`config.mk`:
```
export PLATFORM = sky130hd
export DESIGN_NAME = bie_front_flat
export DESIGN_NICKNAME = d
export VERILOG_FILES = /design/src/sv/bie_pkg.sv /design/src/sv/bie_ifs.sv /design/src/sv/bie_front.sv /design/src/flat_wrapper.sv
export SDC_FILE = /design/constraint.sdc
export NUM_CORES = 1
export LEC_CHECK = 0
export BUFFER_PORTS_ARGS = -buffer_cell sky130_fd_sc_hd__buf_2
export CAP_MARGIN = 20
export CORE_MARGIN = 4
export CORE_UTILIZATION = 54
export DETAILED_ROUTE_END_ITERATION = 16
export PLACE_DENSITY = 0.88
export SLEW_MARGIN = 15
export SYNTH_ARGS = -nofsm -noshare
export SYNTH_HDL_FRONTEND = slang
export SYNTH_SLANG_ARGS = --single-unit
```
`constraint.sdc`:
```
create_clock -name clk -period 7.1 [get_ports clk]
set_input_delay 0.355 -clock clk [delete_from_list [all_inputs] [get_ports clk]]
set_output_delay 0.355 -clock clk [all_outputs]
set_load 0.02 [all_outputs]
```
`src/sv/bie_pkg.sv`:
```
// Shared constants, types and index helpers for the bytecode instruction executor.
package bie_pkg;

	// Field and state widths
	localparam int WORD_W = 32;
	localparam int PC_W   = 12;
	localparam int LEN_W  = 13;
	localparam int IMM_W  = 20;
	localparam int OP_W   = 4;
	localparam int FLD_W  = 8;

	// Register memory geometry
	localparam int MEM_DEPTH = 256;
	localparam int MEM_AW    = (MEM_DEPTH > 1) ? $clog2(MEM_DEPTH) : 1;
	localparam int FLD_VALS  = 1 << FLD_W;

	// Decoupling queue between front and back
	localparam int Q_DEPTH = 2;
	localparam int Q_AW    = (Q_DEPTH > 1) ? $clog2(Q_DEPTH) : 1;
	localparam int Q_CW    = $clog2(Q_DEPTH + 1);

	// Reset value of the program length register
	localparam logic [LEN_W-1:0] LEN_RESET = LEN_W'(7);

	// Opcodes as found in the instruction word
	localparam logic [OP_W-1:0] OPC_LOAD  = 4'd0;
	localparam logic [OP_W-1:0] OPC_ADD   = 4'd1;
	localparam logic [OP_W-1:0] OPC_JMPNE = 4'd2;
	localparam logic [OP_W-1:0] OPC_PRINT = 4'd3;
	localparam logic [OP_W-1:0] OPC_RET   = 4'd4;

	// Classified operation carried through the queue
	localparam int KIND_W = 3;
	localparam logic [KIND_W-1:0] KIND_NOP   = 3'd0;
	localparam logic [KIND_W-1:0] KIND_LOAD  = 3'd1;
	localparam logic [KIND_W-1:0] KIND_ADD   = 3'd2;
	localparam logic [KIND_W-1:0] KIND_JMPNE = 3'd3;
	localparam logic [KIND_W-1:0] KIND_PRINT = 3'd4;
	localparam logic [KIND_W-1:0] KIND_RET   = 3'd5;

	// Decoded instruction; C index and jump target come from the low bits of imm
	typedef struct packed {
		logic [KIND_W-1:0] kind;
		logic [MEM_AW-1:0] a;
		logic [MEM_AW-1:0] b;
		logic [MEM_AW-1:0] c;
		logic [IMM_W-1:0]  imm;
	} instr_t;

	// Operand field to memory index map, folded at elaboration
	typedef logic [MEM_AW-1:0] idx_map_t [FLD_VALS];

	function automatic idx_map_t idx_map_init();
		idx_map_t m;
		for (int i = 0; i < FLD_VALS; i++) begin
			m[i] = MEM_AW'(i % MEM_DEPTH);
		end
		return m;
	endfunction

	localparam idx_map_t IDX_MAP = idx_map_init();

	function automatic logic [MEM_AW-1:0] mem_index(input logic [FLD_W-1:0] f);
		return IDX_MAP[f];
	endfunction

endpackage

```
`src/sv/bie_ifs.sv`:
```
// Valid/ready channel interfaces for instruction items and result items.
interface bie_cmd_if;
	import bie_pkg::*;

	logic              valid;
	logic              ready;
	logic [WORD_W-1:0] instruction_word;

	modport source (output valid, output instruction_word, input ready);
	modport sink   (input valid, input instruction_word, output ready);
endinterface


```
`src/sv/bie_front.sv`:
```
// Front end: accepts instruction items, decodes them and queues them for the back end.
module bie_front (
	input  logic           clk,
	input  logic           arst_n,
	bie_cmd_if.sink        cmd,
	input  logic           pop,
	output logic           head_vld,
	output bie_pkg::instr_t head
);
	import bie_pkg::*;

	logic [Q_CW-1:0] cnt_q;
	logic [Q_AW-1:0] wptr_q;
	logic [Q_AW-1:0] rptr_q;
	instr_t          q_mem [Q_DEPTH];
	instr_t          dec;
	logic            push;

	// Field extraction and opcode classification
	always_comb begin
		dec.a   = mem_index(cmd.instruction_word[31:24]);
		dec.b   = mem_index(cmd.instruction_word[23:16]);
		dec.c   = mem_index(cmd.instruction_word[11:4]);
		dec.imm = cmd.instruction_word[23:4];
		case (cmd.instruction_word[OP_W-1:0])
			OPC_LOAD:  dec.kind = KIND_LOAD;
			OPC_ADD:   dec.kind = KIND_ADD;
			OPC_JMPNE: dec.kind = KIND_JMPNE;
			OPC_PRINT: dec.kind = KIND_PRINT;
			OPC_RET:   dec.kind = KIND_RET;
			default:   dec.kind = KIND_NOP;
		endcase
	end

	assign cmd.ready = (cnt_q != Q_CW'(Q_DEPTH));
	assign push      = cmd.valid && cmd.ready;
	assign head_vld  = (cnt_q != '0);
	assign head      = q_mem[rptr_q];

	// Queue storage
	always_ff @(posedge clk) begin
		if (push) begin
			q_mem[wptr_q] <= dec;
		end
	end

	// Queue pointers and fill count
	always_ff @(posedge clk or negedge arst_n) begin
		if (!arst_n) begin
			cnt_q  <= '0;
			wptr_q <= '0;
			rptr_q <= '0;
		end else begin
			if (push) begin
				wptr_q <= (wptr_q == Q_AW'(Q_DEPTH - 1)) ? '0 : wptr_q + Q_AW'(1);
			end
			if (pop) begin
				rptr_q <= (rptr_q == Q_AW'(Q_DEPTH - 1)) ? '0 : rptr_q + Q_AW'(1);
			end
			case ({push, pop})
				2'b10:   cnt_q <= cnt_q + Q_CW'(1);
				2'b01:   cnt_q <= cnt_q - Q_CW'(1);
				default: cnt_q <= cnt_q;
			endcase
		end
	end

endmodule

```
`src/flat_wrapper.sv`:
```
// flat-port wrapper written by rule: the top's interface ports become plain ports
module bie_front_flat import bie_pkg::*;
  (clk, arst_n, pop, head_vld, head, cmd_valid, cmd_instruction_word, cmd_ready);
  bie_cmd_if cmd_i ();
  input  logic clk;
  input  logic arst_n;
  input  logic pop;
  output logic head_vld;
  output bie_pkg::instr_t head;
  input wire logic [$bits(cmd_i.valid)-1:0] cmd_valid;
  input wire logic [$bits(cmd_i.instruction_word)-1:0] cmd_instruction_word;
  output wire logic [$bits(cmd_i.ready)-1:0] cmd_ready;
  assign cmd_i.valid = cmd_valid;
  assign cmd_i.instruction_word = cmd_instruction_word;
  assign cmd_ready = cmd_i.ready;
  bie_front u_core (.clk(clk), .arst_n(arst_n), .cmd(cmd_i), .pop(pop), .head_vld(head_vld), .head(head));
endmodule
```
==> Word-level counts from Yosys, hierarchy flattened <==
Memories as Yosys holds them, arrays and structs flattened.
Index checks and enable logic that the tools add are counted.
{ "word_totals": {"memories": 4, "mem_bits_rw": 94, "wordCells": 40, "regBits": 4, "in_bits": 36, "romBits": 6144, "out_inout_bits": 49} }
{ "classes": {"add_sub_neg": 4, "n_bitwise": 3, "n_eq_ne": 7, "mux": 12, "reduce_logical": 4, "order_cmp": 3} }
{ "mem_list": {"columns": ["memory", "words", "word_bits", "rd", "rd_clocked_by_memory_dff", "wr", "line_no", "text"], "rows": [
  ["(name not given)", 256, 8, 1, 0, 0, "bie_pkg.sv:64", "return IDX_MAP[f];"],
  ["(name not given)", 256, 8, 1, 0, 0, "bie_pkg.sv:64", null],
  ["(name not given)", 256, 8, 1, 0, 0, "bie_pkg.sv:64", null],
  ["u_core.q_mem", 2, 47, 1, 0, 1, "bie_front.sv:15", "instr_t q_mem [Q_DEPTH];"]
]} }
{ "ops": {"columns": ["op", "n"], "rows": [
  ["2-to-1 mux 8 bit", 6],
  [">= comparator 9 bit (second input constant)", 3],
  ["inverter 8 -> 9 bit", 3],
  ["one-hot mux 3 bit (5 select lines)", 1],
  ["equality test 4 x 2 -> 1 bit (second input constant)", 2],
  ["equality test 4 x 1 -> 1 bit (second input constant)", 1],
  ["equality test 4 x 3 -> 1 bit (second input constant)", 1],
  ["logical NOT 4 bit", 1],
  ["2-to-1 mux 1 bit", 4],
  ["one-hot mux 2 bit (2 select lines)", 1],
  ["nonzero test 2 bit", 2],
  ["adder 1 bit (second input constant)", 2],
  ["adder 2 x 1 -> 2 bit (second input constant)", 1],
  ["equality test 2 x 1 -> 1 bit (second input constant)", 1],
  ["equality test 2 bit (second input constant)", 1],
  ["!= test 2 bit (second input constant)", 1],
  ["subtractor 2 x 1 -> 2 bit (second input constant)", 1],
  ["logical AND 1 bit", 1]
]} }

==> Longest topological paths before layout <==
{ "logic_depth": {"word_depth": 4, "depth_mapped": 6, "depth_no_buf": 6} }

==> Worst setup path after synthesis <==
No wires, ideal clock.
{ "synth_path": {"path_kind": "register -> register", "start": "reg u_core.cnt_q[0]", "end": "mem u_core.q_mem[0][10] in the netlist's numbering (enable)", "required_ns": 6.681, "path_slack_ns": 4.689, "path_stages_with_launch": 4, "n_path_buf": 0, "setup_time_ns": 0.419, "period_less_slack_ns": 2.411, "t_arrival_ns": 1.992, "cell_sequence": "dfrtp_1 > nand2b_4 > nand2_1 > nor2_1"} }
{ "synth_between": {"elab_chain_len": 4} }
{ "synth_rtl": {"columns": ["element", "line_no", "text"], "rows": [
  ["start: declaration", "bie_front.sv:12", "logic [Q_CW-1:0] cnt_q;"],
  ["start signal: assignment", "bie_front.sv:61", "2'b10: cnt_q <= cnt_q + Q_CW'(1);"],
  ["start signal: assignment", "bie_front.sv:62", "2'b01: cnt_q <= cnt_q - Q_CW'(1);"],
  ["start signal: assignment", "bie_front.sv:63", "default: cnt_q <= cnt_q;"],
  ["!= test 2 bit", "bie_front.sv:35", "assign cmd.ready = (cnt_q != Q_CW'(Q_DEPTH));"],
  ["via cmd_ready", "flat_wrapper.sv:12", "output wire logic [$bits(cmd_i.ready)-1:0] cmd_ready;"],
  ["logical AND 1 bit", "bie_front.sv:36", "assign push = cmd.valid && cmd.ready;"],
  ["2-to-1 mux 1 bit", "bie_front.sv:42", "if (push) begin"],
  ["2-to-1 mux 1 bit (not written as such)", "bie_front.sv:43", "q_mem[wptr_q] <= dec;"],
  ["end: declaration", "bie_front.sv:15", null]
]} }
The timed path passes the listed nets, and every way through them passes these cells.

==> flow_summary.json <==
{
  "swShare": 0.354,
  "yosysWarnings": 0,
  "synth_top_area_cell": "edfxtp_1",
  "whs_ps": 210,
  "die_y_microns": 79.3,
  "grt-ovfl-total": 0,
  "postCtsSetupBuffers": 0,
  "final_hold_viol_count": 0,
  "fin_ws_ps": 4810,
  "rows": 25,
  "synth_cell_types": 19,
  "clock-sinks": 66,
  "fin_crit_ps": 2290,
  "cts_root_buf": "clkbuf_8",
  "instances_no_fill": 285,
  "numCtsBuffers": 9,
  "yosys_most_used_dff": "edfxtp_1",
  "clockBufferDepth": 2,
  "worstPathCellList": "mux2_2, buf_2",
  "hold_path.class": "in -> reg",
  "postRouteAntennaNets": 0,
  "fillers": 357,
  "dp_hpwl_microns": 3030,
  "drt-vias-per-instance": 4.74,
  "synth-edff-count": 62,
  "die_w_microns": 79.3,
  "antenna_found_initial": 0,
  "grt_setup_unrepaired": "false",
  "p_leak_uw": 0.00135,
  "grt_util_met2": 0.225,
  "cp-start-kind": "flop",
  "drc": 0,
  "async_reset_ff_frac": 0.0606,
  "clkLatencyLatePin_ps": 330,
  "path_max_fanout": 32,
  "syn_inst": 136,
  "powerDensity_nw_per_um2": 435,
  "grt_pass1_wl_microns": 6290,
  "worst_ep_arrival_time_ps": 1940,
  "wl_per_cell_microns": 14.9,
  "drt-initial-drc-count": 36,
  "fin_setup_tns_ps": 0,
  "ir_worst_vdd_mv": 0.361,
  "place_ws_ps": 5150,
  "cp_slowest_cell": "dfrtp_2",
  "start_util": 0.570,
  "crit_type": "reg -> out",
  "synthTopCellsByArea": "edfxtp_1, mux2_4, buf_4",
  "endpoint_kind": "output pin",
  "drv_slew": 0,
  "crit_family": "flip-flops",
  "yosys-top-cells-count": "edfxtp_1, mux2_4, buf_4",
  "top_usage_layer": "met2",
  "crit_required_ps": 6740,
  "drv_cap": 0,
  "drt_pass1_iterations": 4,
  "worst_pin_slew_ps": 994,
  "cts_tree": "built",
  "yosysMostFrequentCell": "edfxtp_1",
  "max_stage_delay_ps": 1020,
  "layout-drive-gt1-share": 0.606,
  "min_period_over_period": 0.323,
  "n_antenna_cell": 0,
  "power_frac_comb": 0.389,
  "synth_top_area_share": 0.678,
  "drt-total-wl_microns": 4250,
  "p_clk_frac": 0.175,
  "cts_max_level": 3,
  "core-area_sq_um": 4820,
  "io_pins": 85,
  "use_met1": 0.158,
  "finalSetupViolCount": 0,
  "via_count": 1351,
  "io_buffers": 84,
  "outcome": "finished clean",
  "max_freq_mhz": 436,
  "placed_area_sq_um": 3080,
  "final_area_sq_um": 3240,
  "internal_power_uw": 909,
  "relSlewSlack": 0.338,
  "syn-num-nets": 173,
  "grt_max_degree": 33,
  "p_seq_frac": 0.436,
  "clk_pin_slew_ps": 70,
  "die-area_sq_um": 6290,
  "crit_buf_inv": 1,
  "post-place-cells": 268,
  "synth_area_per_cell_sq_um": 20.2,
  "grt_pass1_vias": 1355,
  "final_net_count": 250,
  "met3_usage": 0.0635,
  "groute.usage.overall": 0.139,
  "ys_ff_latch": 66,
  "synth_area_sq_um": 2750,
  "p_sw_uw": 499,
  "area_delta_synth_final_pct": 18.0,
  "skew_ps": 5.45,
  "place_congestion": 0.657,
  "yosysSeqAreaShare": 0.714
}
==> per-stage QoR <==
stage                     utilization  power, uW
after floorplan                     -       1100
after global placement          0.638       1160
after detailed placement        0.638       1180
after CTS                       0.672       1430
after global routing            0.672       1480
final                           0.672       1410
==> worst reg2reg max path, stage by stage (launching register included) <==
cell,delay [ps]
dfrtp_1,400
nand2b_4,150
and3_1,620
buf_4,370
==> state kept, by name, summed over array words and instances, names as in the netlist <==
register       cells
u_core.rptr_q      1
u_core.q_mem      62
u_core.wptr_q      1
u_core.cnt_q       2
==> cells in the final DEF (no fill, tap or decap), drive strengths merged, types with 2 or more instances in the layout <==
master  count
xor2        2
clkinv      4
clkbuf     12
nor2        3
buf        85
mux2       31
edfxtp     62
nand2       2
xnor2       4
dfrtp       4
==> power groups by stage <==
stage	Combinational, uW	Sequential [uW]	Clock [uW]
2_1_floorplan	530	567	0
3_3_place_gp	547	617	0
3_5_place_dp	555	624	0
4_1_cts	557	616	254
5_1_grt	582	624	276
6_report	547	614	247
==> timing repair <==
action,4_1_cts,5_1_grt
endpoints found under the hold margin,4,0
gates resized for setup,0,0
hold buffers,1,0
setup endpoints to repair,0,0
==> worst paths after layout <==
path,from,slack [ps],cells past startpoint,endpoint
min reg2reg,u_core.cnt_q[0],530,1,u_core.cnt_q[0]
min,cmd_instruction_word[8],210,1,u_core.q_mem[0][24]
max reg2reg,u_core.cnt_q[0],5240,3,u_core.q_mem[1][30]
max,u_core.rptr_q,4810,2,head[36]
min in group asynchronous,arst_n,360,2,u_core.wptr_q
max in group asynchronous,arst_n,6610,2,u_core.rptr_q
==> logic make-up (layout without fill, tap and decap cells) <==
| group | after synthesis | in the layout | share of synthesized area |
|---|---|---|---|
| AO/OA/AOI/OAI | 2 | 2 | 0.00456 |
| AND/OR/NAND/NOR | 10 | 10 | 0.0210 |
| XOR/XNOR | 6 | 6 | 0.0191 |
| adder cells (fa/ha/maj) | 1 | 1 | 0.00456 |
| multiplexers | 31 | 31 | 0.167 |
| buffers and inverters | 20 | 102 | 0.0697 |
| flip-flops | 66 | 66 | 0.714 |
==> metal layers <==
layer	up-vias	routed length, microns
met4	0	41
li1	648	-
met5	-	0
met2	71	2010
met3	6	422
met1	626	1780
==> final cells by class <==
class | count | area (sq um) | area share
clock inverter | 4 | 18.8 | 0.00579
multi-input combinational | 50 | 601 | 0.185
sequential | 66 | 1960 | 0.606
clock buffer | 12 | 135 | 0.0417
timing repair buffer | 86 | 438 | 0.135
tap | 67 | 83.8 | 0.0259
Power figures use the tool's default switching activity.
